File: config.mk
export PLATFORM = sky130hd
export DESIGN_NAME = sliding_window_median_filter_unit
export DESIGN_NICKNAME = d
export VERILOG_FILES = /design/src/rtl/core/swmf_pkg.sv /design/src/rtl/core/swmf_cell.sv /design/src/rtl/core/swmf_history.sv /design/src/rtl/core/sliding_window_median_filter_unit.sv
export SDC_FILE = /design/constraint.sdc
export NUM_CORES = 1
export LEC_CHECK = 0
export BUFFER_PORTS_ARGS = -buffer_cell sky130_fd_sc_hd__buf_4
export CAP_MARGIN = 5
export CELL_PAD_IN_SITES_DETAIL_PLACEMENT = 1
export CELL_PAD_IN_SITES_GLOBAL_PLACEMENT = 1
export CORE_UTILIZATION = 30
export DETAILED_ROUTE_END_ITERATION = 7
export PLACE_DENSITY = 0.54
export SYNTH_ARGS = -nofsm -noshare
export SYNTH_HDL_FRONTEND = slang
export SYNTH_SLANG_ARGS = --single-unit
File: constraint.sdc
create_clock -name i_clk -period 10.8 [get_ports i_clk]
set_input_delay 1.08 -clock i_clk [delete_from_list [all_inputs] [get_ports i_clk]]
set_output_delay 1.08 -clock i_clk [all_outputs]
set_load 0.1 [all_outputs]
File: src/rtl/core/swmf_pkg.sv
`default_nettype none
// ----------------------------------------------------------------------------
// swmf_pkg: shared types for the sliding-window median filter
// Sample, widened sum and per-cell state types used by the filter.
// ----------------------------------------------------------------------------
package swmf_pkg;

    localparam int SAMPLE_W = 16;

    typedef logic signed [SAMPLE_W-1:0] t_sample;
    typedef logic signed [SAMPLE_W:0]   t_sum;

    // state a cell shows to its neighbours
    typedef struct packed {
        logic    valid;
        t_sample value;
    } t_cell;

endpackage
`default_nettype wire

File: src/rtl/core/swmf_cell.sv
`default_nettype none
// ----------------------------------------------------------------------------
// swmf_cell: one slot of the sorted window
// Holds one sample of the ascending chain; on each insert takes its new
// value from itself or a neighbour, or takes the incoming sample.
// ----------------------------------------------------------------------------
module swmf_cell
    import swmf_pkg::*;
(
    input  wire logic    i_clk,
    input  wire logic    i_rst_n,
    input  wire logic    i_en,
    input  wire logic    i_remove,
    input  wire t_sample i_sample,
    input  wire t_sample i_oldest,
    input  wire logic    i_fill,
    input  wire t_cell   i_left,
    input  wire t_cell   i_right,
    output t_cell        o_state
);

    logic    r_valid;
    t_sample r_value;
    t_sample n_value;
    t_cell   w_self;
    t_cell   w_own;
    t_cell   w_prev;
    logic    w_shift_self;
    logic    w_shift_left;

    always_comb begin
        w_self       = '{valid: r_valid, value: r_value};
        // the dropped entry sits at or below this slot: close the gap
        w_shift_self = i_remove && r_valid && (r_value >= i_oldest);
        w_shift_left = i_remove && i_left.valid && (i_left.value >= i_oldest);
        w_own        = w_shift_self ? i_right : w_self;
        w_prev       = w_shift_left ? w_self  : i_left;
        if (w_own.valid && (w_own.value <= i_sample)) begin
            n_value = w_own.value;
        end else if (w_prev.valid && (w_prev.value > i_sample)) begin
            n_value = w_prev.value;
        end else begin
            n_value = i_sample;
        end
    end

    always_ff @(posedge i_clk) begin
        if (!i_rst_n) begin
            r_valid <= 1'b0;
        end else if (i_en) begin
            r_valid <= i_fill;
        end
    end

    always_ff @(posedge i_clk) begin
        if (i_en) begin
            r_value <= n_value;
        end
    end

    assign o_state = w_self;

endmodule
`default_nettype wire

File: src/rtl/core/swmf_history.sv
`default_nettype none
// ----------------------------------------------------------------------------
// swmf_history: arrival-order delay line
// Remembers the last DEPTH samples so the oldest can be dropped from the chain.
// ----------------------------------------------------------------------------
module swmf_history
    import swmf_pkg::*;
#(
    parameter int DEPTH = 8
) (
    input  wire logic    i_clk,
    input  wire logic    i_en,
    input  wire t_sample i_sample,
    output t_sample      o_oldest
);

    t_sample r_taps [DEPTH];

    always_ff @(posedge i_clk) begin
        if (i_en) begin
            r_taps[0] <= i_sample;
            for (int k = 1; k < DEPTH; k++) begin
                r_taps[k] <= r_taps[k-1];
            end
        end
    end

    assign o_oldest = r_taps[DEPTH-1];

endmodule
`default_nettype wire

File: src/rtl/core/sliding_window_median_filter_unit.sv
// Pipeline: cell chain, then middle-cell select, then averaged median register.
// Throughput: one word per cycle; the whole pipeline holds while the output
// word is stalled, and the input is stalled only then.
// Reset: synchronous, active low; empties the window and drops words in flight.
`default_nettype none
// ----------------------------------------------------------------------------
// sliding_window_median_filter_unit: running median over the last samples
// A chain of cells keeps the window sorted. Each accepted word drops the
// oldest sample (once the window is full) and inserts the new one in the
// same update; the middle cells are then picked and averaged.
// ----------------------------------------------------------------------------
module sliding_window_median_filter_unit
    import swmf_pkg::*;
#(
    parameter int WINDOW_LENGTH = 8
) (
    input  wire logic    i_clk,
    input  wire logic    i_rst_n,
    input  wire logic    i_valid,
    output logic         o_stall,
    input  wire t_sample i_sample,
    output logic         o_valid,
    input  wire logic    i_stall,
    output t_sample      o_median,
    output logic         o_window_full
);

    localparam int CW = $clog2(WINDOW_LENGTH + 1);
    localparam logic [CW-1:0] FULL_COUNT = CW'(WINDOW_LENGTH);

    // pipeline control
    logic          w_adv;
    logic          w_accept;
    logic          r_pend;
    logic          r_sel_valid;
    logic          r_out_valid;

    // window state
    logic [CW-1:0] r_count;
    logic          w_full;
    t_sample       w_oldest;
    t_cell         w_cells [WINDOW_LENGTH];

    // selection and output
    logic [CW-1:0] w_lo_idx;
    logic [CW-1:0] w_hi_idx;
    t_sample       n_sel_lo;
    t_sample       n_sel_hi;
    t_sample       r_sel_lo;
    t_sample       r_sel_hi;
    logic          r_sel_full;
    t_sum          w_sum;
    t_sum          w_sum_adj;
    t_sample       r_median;
    logic          r_out_full;

    // Advance everything together unless the output word is held.
    assign w_adv    = !r_out_valid || !i_stall;
    assign w_accept = i_valid && w_adv;
    assign o_stall  = !w_adv;
    assign w_full   = (r_count == FULL_COUNT);

    always_ff @(posedge i_clk) begin
        if (!i_rst_n) begin
            r_pend      <= 1'b0;
            r_sel_valid <= 1'b0;
            r_out_valid <= 1'b0;
            r_count     <= '0;
        end else if (w_adv) begin
            r_pend      <= w_accept;
            r_sel_valid <= r_pend;
            r_out_valid <= r_sel_valid;
            if (w_accept && !w_full) begin
                r_count <= r_count + 1'b1;
            end
        end
    end

    // Arrival order: the tap at the far end is the sample to drop when full.
    swmf_history #(
        .DEPTH (WINDOW_LENGTH)
    ) u_history (
        .i_clk    (i_clk),
        .i_en     (w_accept),
        .i_sample (i_sample),
        .o_oldest (w_oldest)
    );

    // Sorted chain, ascending from cell 0. Valid bits fill from cell 0 upward.
    for (genvar g = 0; g < WINDOW_LENGTH; g++) begin : g_cell
        t_cell w_left;
        t_cell w_right;
        logic  w_fill;

        if (g == 0) begin : g_head
            assign w_left = '0;
            assign w_fill = 1'b1;
        end else begin : g_body
            assign w_left = w_cells[g-1];
            assign w_fill = w_cells[g-1].valid;
        end

        if (g == WINDOW_LENGTH - 1) begin : g_tail
            assign w_right = '0;
        end else begin : g_inner
            assign w_right = w_cells[g+1];
        end

        swmf_cell u_cell (
            .i_clk    (i_clk),
            .i_rst_n  (i_rst_n),
            .i_en     (w_accept),
            .i_remove (w_full),
            .i_sample (i_sample),
            .i_oldest (w_oldest),
            .i_fill   (w_fill),
            .i_left   (w_left),
            .i_right  (w_right),
            .o_state  (w_cells[g])
        );
    end

    // Pick the two middle cells; with an odd count both are the same cell.
    assign w_lo_idx = (r_count - 1'b1) >> 1;
    assign w_hi_idx = r_count >> 1;

    always_comb begin
        n_sel_lo = '0;
        n_sel_hi = '0;
        for (int k = 0; k < WINDOW_LENGTH; k++) begin
            if (w_lo_idx == CW'(k)) begin
                n_sel_lo = n_sel_lo | w_cells[k].value;
            end
            if (w_hi_idx == CW'(k)) begin
                n_sel_hi = n_sel_hi | w_cells[k].value;
            end
        end
    end

    always_ff @(posedge i_clk) begin
        if (w_adv) begin
            r_sel_lo   <= n_sel_lo;
            r_sel_hi   <= n_sel_hi;
            r_sel_full <= w_full;
        end
    end

    // Average in 17 bits; add one to negative sums so the halving truncates
    // toward zero.
    assign w_sum     = t_sum'(r_sel_lo) + t_sum'(r_sel_hi);
    assign w_sum_adj = w_sum + t_sum'({{SAMPLE_W{1'b0}}, w_sum[SAMPLE_W]});

    always_ff @(posedge i_clk) begin
        if (w_adv) begin
            r_median   <= t_sample'(w_sum_adj[SAMPLE_W:1]);
            r_out_full <= r_sel_full;
        end
    end

    assign o_valid       = r_out_valid;
    assign o_median      = r_median;
    assign o_window_full = r_out_full;

endmodule
`default_nettype wire
After elaboration in Yosys (flattened, before gate mapping)
Memory sizes are Yosys's and may differ from the RTL's.
Index checks and enable logic that the tools add are counted.
{"block": "op_classes", "reduce_logical": 41, "n_mux": 41, "magnitude_cmp": 23, "add_sub_neg": 4, "bitwise_logic": 14, "n_eq_ne": 15}
{"operator": "$mux 16", "n": 31}
{"operator": "$or 16x16->16", "n": 14}
{"operator": "$mux 17", "n": 8}
{"operator": "$ge 16x16->1", "n": 8}
{"operator": "$le 16x16->1", "n": 8}
{"operator": "$gt 16x16->1", "n": 7}
{"operator": "$logic_and 1x1->1", "n": 33}
{"operator": "$eq 3x3->1 const B", "n": 8}
{"operator": "$add 16x16->17", "n": 1}
{"operator": "$add 17x2->17", "n": 1}
{"operator": "$eq 3x2->1 const B", "n": 4}
{"operator": "$logic_not 4->1", "n": 2}
{"operator": "$eq 3x1->1 const B", "n": 2}
{"operator": "$add 4x1->4 const B", "n": 1}
{"operator": "$eq 4x4->1 const B", "n": 1}
{"operator": "$logic_not 1->1", "n": 4}
{"operator": "$sub 4x1->4 const B", "n": 1}
{"operator": "$mux 1", "n": 2}
{"operator": "$reduce_and 2->1", "n": 1}
{"operator": "$logic_or 1x1->1", "n": 1}
{"block": "totals", "ff_bits": 193, "in_bits": 20, "ramBits": 128, "n_memories": 1, "output_inout_bits": 19}
{"memory": "u_history.r_taps", "words": 8, "word_bits": 16, "rd": 8, "rd_clocked_by_memory_dff": 0, "wr": 8, "line_no": "swmf_history.sv:17", "source": "t_sample r_taps [DEPTH];"}

Longest topological paths before layout
Gate-level depths: netlist of the first run.
{"block": "depth", "word_depth": 17, "depth_mapped": 27}

By module
From an unflattened synthesis of the first run, not the netlist that was laid out.
{"block": "hier_totals", "hier_cells": 3368, "hier_area_um2": 33374.5}
{"module": "swmf_cell at g_cell[0].u_cell ...", "instances": 6, "cells_each": 332, "area_each_um2": 2976.6}
{"module": "swmf_cell at g_cell[6].u_cell ...", "instances": 2, "cells_each": 414, "area_each_um2": 3440.8}
{"module": "sliding_window_median_filter_unit", "instances": 1, "cells_each": 404, "area_each_um2": 4669.5}
{"module": "swmf_history", "instances": 1, "cells_each": 144, "area_each_um2": 3963.8}

Worst setup path before layout of the first run
OpenSTA, ideal clock, no wires.
{"block": "synth_path", "kind": "input to register", "start": "input port i_stall", "end": "register r_count[3]", "t_arrival_ps": 10958, "required_time_ps": 10685, "path_buffers": 1, "slack_ps": -273, "setup_time_ps": 115, "cell_stages": 7, "path_cell_list": "nand2_1 -> nand2_1 -> inv_1 -> clkbuf_1 -> nand4_1 -> xnor2_1 -> and2_1"}
{"block": "synth_via", "elab_chain_cells": 5}
{"item": "start, declared", "line_no": "sliding_window_median_filter_unit.sv:23", "source": "input wire logic i_stall,"}
{"item": "$logic_not 1->1", "line_no": "sliding_window_median_filter_unit.sv:58", "source": "assign w_adv = !r_out_valid || !i_stall;"}
{"item": "$logic_or 1x1->1", "line_no": "sliding_window_median_filter_unit.sv:58"}
{"item": "$logic_and 1x1->1", "line_no": "sliding_window_median_filter_unit.sv:59", "source": "assign w_accept = i_valid && w_adv;"}
{"item": "named net g_cell[0].u_cell.i_en", "line_no": "swmf_cell.sv:12", "source": "input wire logic i_en,"}
{"item": "$logic_and 1x1->1", "line_no": "sliding_window_median_filter_unit.sv:73", "source": "if (w_accept && !w_full) begin"}
{"item": "$reduce_and 2->1 (no line)"}
{"item": "end signal, assigned", "line_no": "sliding_window_median_filter_unit.sv:74", "source": "r_count <= r_count + 1'b1;"}
{"item": "end, declared", "line_no": "sliding_window_median_filter_unit.sv:39", "source": "logic [CW-1:0] r_count;"}
The timed path passes the listed nets, and every way through them passes these cells.
A chain may end at the register's enable or synchronous reset.

Worst setup path after layout of the first run
{"block": "layout_path", "start": "register r_count[1]", "end": "register g_cell[0].u_cell.r_value[10] (data pin)"}
{"block": "layout_via", "elab_chain_cells": 7}
{"item": "$eq 4x4->1 *", "line_no": "sliding_window_median_filter_unit.sv:61", "source": "assign w_full = (r_count == FULL_COUNT);"}
{"item": "$logic_and 1x1->1 * (2 in a row)", "line_no": "swmf_cell.sv:34", "source": "w_shift_self = i_remove && r_valid && (r_value >= i_oldest);"}
{"item": "$mux 17 *", "line_no": "swmf_cell.sv:36", "source": "w_own = w_shift_self ? i_right : w_self;"}
{"item": "$le 16x16->1", "line_no": "swmf_cell.sv:38", "source": "if (w_own.valid && (w_own.value <= i_sample)) begin"}
{"item": "$logic_and 1x1->1", "line_no": "swmf_cell.sv:38"}
{"item": "$mux 16 *", "line_no": "swmf_cell.sv:38"}
{"item": "named net g_cell[0].u_cell.n_value[10]", "line_no": "swmf_cell.sv:24", "source": "t_sample n_value;"}
{"item": "end signal, assigned", "line_no": "swmf_cell.sv:57", "source": "r_value <= n_value;"}
{"item": "end, declared", "line_no": "swmf_cell.sv:23", "source": "t_sample r_value;"}
Mark *: on every way through the listed nets, which the timed path passes. The rest lies on a longest branch.

==> results of run 1 <==
registers in the layout, indices dropped and copies added, names as in the netlist:
| signal | flops |
|---|---|
| r_sel_full | 1 |
| o_window_full | 1 |
| g_cell.u_cell.r_valid | 8 |
| r_sel_hi | 16 |
| r_sel_valid | 1 |
| o_valid | 1 |
| r_pend | 1 |
| g_cell.u_cell.r_value | 128 |
| u_history.r_taps | 128 |
| r_count | 4 |
| r_sel_lo | 16 |
| o_median | 16 |
power breakdown:
part           total, mW  switching [mW]  internal (mW)
Sequential          1.66           0.115           1.55
Clock               1.47           0.600          0.871
Combinational       1.35           0.895          0.451
Total               4.48            1.61           2.87
cell usage after synthesis (31+ instances only):
cell	instances	area, sq um
nand2_1	117	439
nor2_1	50	188
nand4_1	70	438
mux4_2	32	721
edfxtp_1	306	9190
nor2b_1	46	288
a21oi_1	107	536
a21o_1	47	353
mux2_2	235	2650
ha_1	275	3440
a22oi_1	66	495
o21ai_0	69	345
clkbuf_1	44	165
mux2i_1	31	310
inv_1	86	323
cell usage in the layout, fill, tap and decap left out, types with 17 or more instances in the layout:
master     count
edfxtp_1     306
ha_1         275
mux2_2       235
nand2_1      116
a21oi_1      107
inv_1         85
nand4_1       70
buf_4         69
o21ai_0       68
a22oi_1       66
a21o_1        47
nor2_1        46
nor2b_1       45
clkbuf_16     42
mux4_2        32
mux2i_1       31
nand3_1       26
a21boi_0      26
xnor2_1       20
o31ai_1       18
o22ai_1       17
cell type report:
cell class              instances  area, sq um
fillers                      8224        49900
clock buffers                  49         1090
well taps                    1030         1290
diodes                          3         7.51
multi-input cells            1486        12900
repair buffers                 70          538
flip-flops and latches        321         9490
inverters                      87          335
clock inverters                26          329
cells by family after synthesis:
family | Yosys count | synth area share [%]
AO/OA/AOI/OAI | 466 | 13.7
buffers and inverters | 162 | 2.94
multiplexers | 308 | 16.7
flip-flops | 321 | 41.2
AND/OR/NAND/NOR | 405 | 9.25
XOR/XNOR | 31 | 1.18
adder cells (fa/ha/maj) | 276 | 15.0
metal layers:
metal,up-vias,global-route usage [%],wire length [microns]
met5,-,0,0
met2,484,35.8,40000
met1,9082,31.1,39500
met4,0,6.52,2460
met3,106,2.99,4960
li1,7861,-,-
worst max-delay path, stage by stage, from the launching register on:
cell and delay [ns]:
dfxtp_2 0.31, buf_4 0.57, inv_1 0.19, ha_1 0.28, nand2_1 0.09, or2_1 0.40
clkinv_2 0.37, o21ai_2 0.18, or3_1 0.16, or2_0 0.92, and2_4 0.56, a21o_1 0.22
ha_1 0.26, and3_1 0.24, nand4_1 0.22, nor3_1 0.10, a21oi_1 0.16, o211ai_1 0.12
nand2_1 0.62, nand2_1 0.79, mux2_2 0.52
worst max path at each step:
| stage | end | depth (start not counted) | startpoint |
|---|---|---|---|
| finish | g_cell[0].u_cell.r_value[10]$_DFFE_PP_ | 20 | r_count[1]$_SDFFE_PN0P_ |
| global route | g_cell[0].u_cell.r_value[10]$_DFFE_PP_ | 20 | r_count[1]$_SDFFE_PN0P_ |
| CTS | g_cell[0].u_cell.r_value[10]$_DFFE_PP_ | 20 | r_count[1]$_SDFFE_PN0P_ |
| detailed placement | g_cell[0].u_cell.r_value[5]$_DFFE_PP_ | 20 | r_count[1]$_SDFFE_PN0P_ |
| global placement | g_cell[0].u_cell.r_value[2]$_DFFE_PP_ | 20 | r_count[1]$_SDFFE_PN0P_ |
| floorplan | r_count[3]$_SDFFE_PN0P_ | 7 | i_stall |
per-stage QoR:
step / instances / power, mW / util (%) / area, sq um / hold slack (ns)
floorplan: 1969 / 2.60 / - / 23000 / 0.400
global placement: 2994 / 3.00 / 32.4 / 24600 / 0.401
detailed placement: 2994 / 3.03 / 32.4 / 24600 / 0.405
CTS: 3069 / 4.53 / 34.2 / 26000 / 0.417
global route: 3069 / 4.68 / 34.2 / 26000 / 0.419
finish: 3072 / 4.48 / 34.2 / 26000 / 0.414
==> run summary, run 1 <==
Top Ports = 39
Post-Syn Area = 23000 sq um
Clock Path Buffers = 3
hold buffers post-CTS = 0
GRT Total Usage = 22.3%
Layout area overhead = 13.0%
Critical Path Sink Type = flip-flop
clock-pin slew on the worst setup and hold paths = 0.06 ns
routed len/inst = 28.3 microns
type of the most critical hold path = flip-flop to flip-flop
first-pass GRT wire length = 126000 microns
final setup TNS = 0 ns
slew margin rel. = 18.3%
crit-path max FO = 36
CTS root buffer = clkbuf_16
total CTS buffers = 41
R2R Setup Slk = 3.23 ns
PwrDens = 172 nW/um^2
Setup-failing EPs final = 0
initial antenna violation count = 5
DP HPWL = 66800 microns
EDFF count, synth = 306
largest net degree at the start of global routing = 151
Nets = 2303
critical path class = flip-flop to flip-flop
CTS tree = built
Lkg Pwr = 9.79 nW
GRT overflow = 0
register area share after synthesis = 41.2%
Max Cap Violations = 0
drt first-iter violations = 1500
syn_area_per_cell = 11.7 sq um
Post-Synthesis Cells = 1969
worst slew pin tran = 1.22 ns
Cell variety after synth = 80
routability cong. = 0.970
synthesized flop and latch total = 321
YS warnings = 0
FF-to-FF Start = r_count[1]$_SDFFE_PN0P_
share of cells above drive strength 1 = 21.6%
I/O Buffers = 38
Async SR Flop Fraction = 0%
Die W = 279 microns
CP arrival = 7.90 ns
drt drc = 0
r2r endpoint = g_cell[0].u_cell.r_value[10]$_DFFE_PP_
fin. max-slew vios = 0
Max Clk Rate = 132 MHz
Die H = 279 microns
routed vias = 17533
Sink Count = 321
vias in the first global route = 17999
hold endpoint = u_history.r_taps[0][38]$_DFFE_PP_
Critical Path Start Type = flip-flop
DRT Pass-1 Iters = 7
antenna viol nets, final = 0
VDD IR max = 98.4 uV
status = finished clean
Post-CTS Setup Inserts = 0
Post-Synthesis Net Count = 2265
fin crit period = 7.57 ns
Initial Utilization = 30.3%
Required @ worst endpoint = 11.12 ns
aggregate routed wire length = 87000 microns
die area = 77800 sq um
pre-CTS setup slack = 3.23 ns
crit share post-route = 70.1%
Vias per Instance = 5.71
H-tree levels = 2
Skew-Pair Late Insertion Delay = 0.60 ns
prevailing post-synth register cell = edfxtp_1
worst reg2reg path depth = 20
Core Region = 75900 sq um
Hold Vio Cnt, Final = 0
hold path cells = 0
Row Count = 101
Hold Crit Start = u_history.r_taps[0][22]$_DFFE_PP_
clock skew = 0.0395 ns
CTS resizes = 0
RSZ-0062 raised after global routing = no
fin worst setup slack = 3.23 ns
(Power assumes the default switching activity.)
==> run 2: changes to the inputs <==
- PLACE_DENSITY: 0.54 -> 0.52
- clock period: 10.8 -> 7.29 ns (I/O delays scaled with it)
==> run 2 against run 1 <==
Net effect:
- hold slack got worse by 0.019 ns
- clock-buffer cell count rose by 4
- first-iteration DRC count fell by 22%
- final area barely moved
- critical path type unchanged
- largest cell class unchanged
- largest power group unchanged
==> run summary, run 2 (synthesis gave the netlist of run 1 again) <==
status = finished clean
Setup-failing EPs final = 0 (unchanged)
worst slew pin tran = 1.13 ns (-0.0904 ns)
most common cell after layout, fill and taps aside = edfxtp_1
top flop regs = g_cell.u_cell.r_value x128, u_history.r_taps x128
Row Count = 101 (unchanged)
Final Util = 34.3% (about the same)
I/O Buffers = 38 (unchanged)
Top Ports = 39 (unchanged)
routed vias = 17345 (-1.1%)
worst reg2reg path depth = 16 (-20%)
H-tree levels = 2 (unchanged)
largest net degree at the start of global routing = 115 (-24%)
Die W = 279 microns (unchanged)
CP most frequent cell = mux2_2
type of the most critical hold path = flip-flop to flip-flop
Clock Path Buffers = 3 (unchanged)
crit-path max FO = 16 (-56%)
PwrDens = 257 nW/um^2 (+49%)
Sink Count = 321 (unchanged)
hold buffers post-CTS = 0 (unchanged)
vias in the first global route = 17860 (-0.77%)
crit share post-route = 89.1% (+19 points)
antenna viol nets, final = 0 (unchanged)
slew margin rel. = 24.3% (+5.9 points)
Core Region = 75900 sq um (unchanged)
hold path cells = 0 (unchanged)
most frequent cells in the layout = edfxtp_1 (306), ha_1 (275), mux2_2 (235)
Hold Crit Start = u_history.r_taps[0][11]$_DFFE_PP_
initial antenna violation count = 5 (unchanged)
GRT overflow = 0 (unchanged)
final setup TNS = 0 ns (unchanged)
CP arrival = 6.82 ns (-1.08 ns)
VDD IR max = 149 uV (+51%)
share of cells above drive strength 1 = 21.6% (-0.025 points)
drt drc = 0 (unchanged)
drt first-iter violations = 1164 (-22%)
Critical Path Start Type = flip-flop
Lkg Pwr = 9.83 nW (+0.43%)
Die H = 279 microns (unchanged)
Critical-path top delay cell = and3_1
clock-pin slew on the worst setup and hold paths = 0.07 ns (about the same)
hold slack = 0.395 ns (-0.0189 ns)
aggregate routed wire length = 86200 microns (-0.89%)
Required @ worst endpoint = 7.61 ns (-3.51 ns)
Post-CTS Setup Inserts = 0 (unchanged)
wl on met1 = 39200 microns (-0.88%)
routed wl met2 = 39800 microns (-0.52%)
total CTS buffers = 42 (+2.4%)
Critical Path Sink Type = flip-flop
CTS resizes = 0 (unchanged)
die area = 77800 sq um (unchanged)
Placed Cells = 2998 (+0.13%)
Hold Vio Cnt, Final = 0 (unchanged)
RSZ-0062 raised after global routing = no
design area = 26000 sq um (about the same)
first-pass GRT wire length = 123000 microns (-2.4%)
Layout area overhead = 13.1% (about the same)
CTS tree = built
fin crit period = 6.49 ns (-1.08 ns)
Initial Utilization = 30.3% (unchanged)
DRT Pass-1 Iters = 5 (-2)
fin. max-slew vios = 0 (unchanged)
# fillers = 8221 (-0.036%)
CTS root buffer = clkbuf_16
Skew-Pair Late Insertion Delay = 0.59 ns (about the same)
routability cong. = 0.923 (-4.8%)
Max Used Layer = met4
slowest stage delay, CP = 0.77 ns (-0.15 ns)
clock skew = 0.0378 ns (-0.00167 ns)
GRT Total Usage = 21.9% (-0.43 points)
Nets = 2308 (+0.22%)
Vias per Instance = 5.64 (-1.3%)
cell breakdown of the critical path = inv_1, ha_1, nand4_1, a2111oi_0, a211oi_1, o211ai_2, buf_4, mux2_2, ha_1, and3_1, nand4_1, a211o_1, a21oi_1, and3_1, mux2_2, mux2_2
Worst Setup SP = u_history.r_taps[1][58]$_DFFE_PP_
Non-Filler Instances = 3078 (+0.20%)
Max Cap Violations = 0 (unchanged)
routed len/inst = 28.0 microns (-1.1%)
FF-to-FF Start = u_history.r_taps[1][58]$_DFFE_PP_
critical path class = flip-flop to flip-flop
Max Clk Rate = 154 MHz (+17%)
routed wl met3 = 5000 microns (+0.91%)
DP HPWL = 67200 microns (+0.54%)
Area after DPL = 24600 sq um (about the same)
[run 2: worst max-delay path, delay by kind of cell, from the launching register on]
family                   cells  cell delay (ns)
AO/OA/AOI/OAI                5             2.07
adder cells (fa/ha/maj)      2             0.57
buffers and inverters        2             0.66
flip-flops                   1             0.36
multiplexers                 3             1.07
AND/OR/NAND/NOR              4             1.49
[run 2: where the power goes]
group	total [mW]	leakage, nW	internal, mW	switching (mW)
Sequential	2.48	3.15	2.29	0.185
Clock	2.20	0.696	1.32	0.877
Combinational	2.01	5.98	0.670	1.34
[run 2: metal layers]
metal | GRT usage, % | up-vias
li1 | - | 7862
met1 | 29.7 | 8910
met2 | 35.7 | 464
met3 | 3.88 | 109
met4 | 5.96 | 0
met5 | 0 | -
[run 2: through the flow]
stage / power, mW / worst slack (ns)
6_report: 6.69 / 0.796
3_5_place_dp: 4.53 / 0.957
5_1_grt: 6.98 / 0.687
2_1_floorplan: 3.85 / 0.562
4_1_cts: 6.76 / 0.934
3_3_place_gp: 4.49 / 1.08
[run 2: final timing paths]
check             slack, ns                                endpoint
setup / recovery       0.80  g_cell[4].u_cell.r_value[15]$_DFFE_PP_
hold / removal         0.40       u_history.r_taps[0][27]$_DFFE_PP_
setup reg to reg       0.80  g_cell[4].u_cell.r_value[15]$_DFFE_PP_
hold reg to reg        0.40       u_history.r_taps[0][27]$_DFFE_PP_
[run 2: layout make-up]
cell class | count | area (sq um) | share of cell area (%)
Antenna cell | 2 | 5.00 | 0.0192
Timing Repair Buffer | 74 | 568 | 2.18
Inverter | 87 | 335 | 1.29
Clock inverter | 25 | 298 | 1.14
Tap cell | 1030 | 1290 | 4.95
Clock buffer | 53 | 1130 | 4.36
Multi-Input combinational cell | 1486 | 12900 | 49.6
Sequential cell | 321 | 9490 | 36.5
==> run 3: changes to the inputs <==
- BUFFER_PORTS_ARGS: -buffer_cell sky130_fd_sc_hd__buf_4 -> unset
- CAP_MARGIN: 5 -> unset
- DONT_BUFFER_PORTS: unset -> 1
- clock period: 7.29 -> 6.4 ns (I/O delays scaled with it)
==> run 3 against run 2 <==
Net effect:
- via count grew 2.3%
- routed wire length grew 3.7%
- final area grew 1.0%
- non-clock buffer count grew 31
- critical path type unchanged
- highest routed layer unchanged
==> run summary, run 3 (synthesis gave the netlist of run 1 again) <==
status = finished clean
most frequent cells in the layout = edfxtp_1 (306), ha_1 (275), mux2_2 (235)
Die H = 279 microns (unchanged)
Nets = 2338 (+1.3%)
Max Cap Violations = 0 (unchanged)
PwrDens = 290 nW/um^2 (+13%)
vias in the first global route = 18213 (+2.0%)
Critical Path Start Type = flip-flop
routed len/inst = 28.8 microns (+2.8%)
Required @ worst endpoint = 6.72 ns (-0.89 ns)
Core Region = 75900 sq um (unchanged)
Flop pwr share = 41.9% (+4.9 points)
I/O Buffers = 0 (-100%)
most common cell after layout, fill and taps aside = edfxtp_1
total CTS buffers = 41 (-2.4%)
RSZ-0062 raised after global routing = no
largest net degree at the start of global routing = 111 (-3.5%)
GRT overflow = 0 (unchanged)
initial antenna violation count = 2 (-3)
crit share post-route = 93.3% (+4.2 points)
Hold Vio Cnt, Final = 0 (unchanged)
Lkg Pwr = 9.99 nW (+1.6%)
hold slack = 0.136 ns (-0.259 ns)
CTS tree = built
fin crit period = 5.97 ns (-0.526 ns)
routed vias = 17743 (+2.3%)
clock-pin slew on the worst setup and hold paths = 0.06 ns (about the same)
Area after DPL = 24800 sq um (+0.94%)
Initial Utilization = 30.3% (unchanged)
Row Count = 101 (unchanged)
slew margin rel. = 16.8% (-7.4 points)
CTS root buffer = clkbuf_16
Skew-Pair Late Insertion Delay = 0.60 ns (about the same)
Sink Count = 321 (unchanged)
top flop regs = g_cell.u_cell.r_value x128, u_history.r_taps x128
Setup-failing EPs final = 0 (unchanged)
crit-path max FO = 16 (unchanged)
Switching Fraction = 35.8% (-0.15 points)
share of cells above drive strength 1 = 22.8% (+1.2 points)
clock skew = 0.0372 ns (-0.000638 ns)
DP HPWL = 70800 microns (+5.3%)
routability cong. = 0.922 (-0.13%)
VDD IR max = 170 uV (+14%)
Top Ports = 39 (unchanged)
antenna viol nets, final = 0 (unchanged)
P_sw = 2.73 mW (+14%)
final setup TNS = 0 ns (unchanged)
H-tree levels = 2 (unchanged)
Die W = 279 microns (unchanged)
type of the most critical hold path = input port to flip-flop
drt drc = 0 (unchanged)
Comb power frac = 24.2% (-5.9 points)
GRT Total Usage = 22.8% (+0.94 points)
fin worst setup slack = 0.432 ns (-0.364 ns)
Max Clk Rate = 168 MHz (+8.8%)
Critical Path Sink Type = flip-flop
design area = 26300 sq um (+1.0%)
Layout area overhead = 14.2%
drt first-iter violations = 1450 (+25%)
worst slew pin tran = 1.24 ns (+0.106 ns)
CP arrival = 6.29 ns (-0.53 ns)
die area = 77800 sq um (unchanged)
critical path class = flip-flop to flip-flop
Final Util = 34.6% (+0.36 points)
aggregate routed wire length = 89400 microns (+3.7%)
Clk pwr share = 33.8% (+0.9 points)
Vias per Instance = 5.72 (+1.4%)
DRT Pass-1 Iters = 6 (+1)
internal power = 4.90 mW (+14%)
Clock Path Buffers = 3 (unchanged)
fin. max-slew vios = 0 (unchanged)
first-pass GRT wire length = 129000 microns (+4.2%)
pre-CTS setup slack = 0.392 ns (-0.565 ns)
==> run 3: timing repair <==
action	4_1_cts	5_1_grt
setup endpoints to repair	0	4
hold buffers	0	0
gates resized for setup	0	1
buffers inserted	0	0
==> run 3: power by group through the flow <==
stage	sequential, mW	clock (mW)	combinational [mW]
floorplan	3.14	0	1.24
global placement	3.24	0	1.80
detailed placement	3.25	0	1.85
CTS	3.21	2.65	1.86
global route	3.22	2.72	2.03
finish	3.20	2.58	1.85
==> run 3: through the flow <==
step,std cells,total power [mW]
6_report,3104,7.63
5_1_grt,3103,7.97
4_1_cts,3103,7.72
3_5_place_dp,3029,5.10
3_3_place_gp,3029,5.05
2_1_floorplan,1969,4.37
==> run 3: path summary, 6_finish.rpt <==
check / startpoint / end / slack [ns] / cells after the start
setup / recovery: g_cell[6].u_cell.r_value[9]$_DFFE_PP_ / g_cell[7].u_cell.r_value[15]$_DFFE_PP_ / 0.43 / 17
hold reg to reg: u_history.r_taps[0][10]$_DFFE_PP_ / u_history.r_taps[0][26]$_DFFE_PP_ / 0.41 / 0
setup reg to reg: g_cell[6].u_cell.r_value[9]$_DFFE_PP_ / g_cell[7].u_cell.r_value[15]$_DFFE_PP_ / 0.43 / 17
hold / removal: i_sample[7] / u_history.r_taps[0][7]$_DFFE_PP_ / 0.14 / 0
==> run 3: routing by layer <==
| layer | global-route usage (%) | up-vias | wire length (microns) |
|---|---|---|---|
| met3 | 3.20 | 97 | 5170 |
| met2 | 36.7 | 513 | 41000 |
| met4 | 5.55 | 0 | 2050 |
| met1 | 32.1 | 9214 | 41100 |
| li1 | - | 7919 | - |
| met5 | 0 | - | 0 |
==> run 3: cell type report <==
class	instances	area, sq um
fill	8216	49700
multi-input combinational	1486	12900
sequential	321	9490
tap	1030	1290
clock buffer	47	1060
timing repair buffer	105	813
clock inverter	27	412
inverter	87	335
antenna	1	2.50
==> run 3: worst max-delay path, cell delays in order, from the launching register on <==
cell       delay [ns]
edfxtp_1         0.58
ha_1             0.40
nand4_1          0.22
or2_1            0.30
a211oi_1         0.55
a2111oi_2        0.10
o211ai_2         0.61
buf_4            0.27
mux2_2           0.37
ha_1             0.30
nand2_1          0.12
o21ai_0          0.33
nor3b_1          0.27
o311a_1          0.20
and3_1           0.16
buf_4            0.27
mux2_2           0.37
mux2_2           0.26
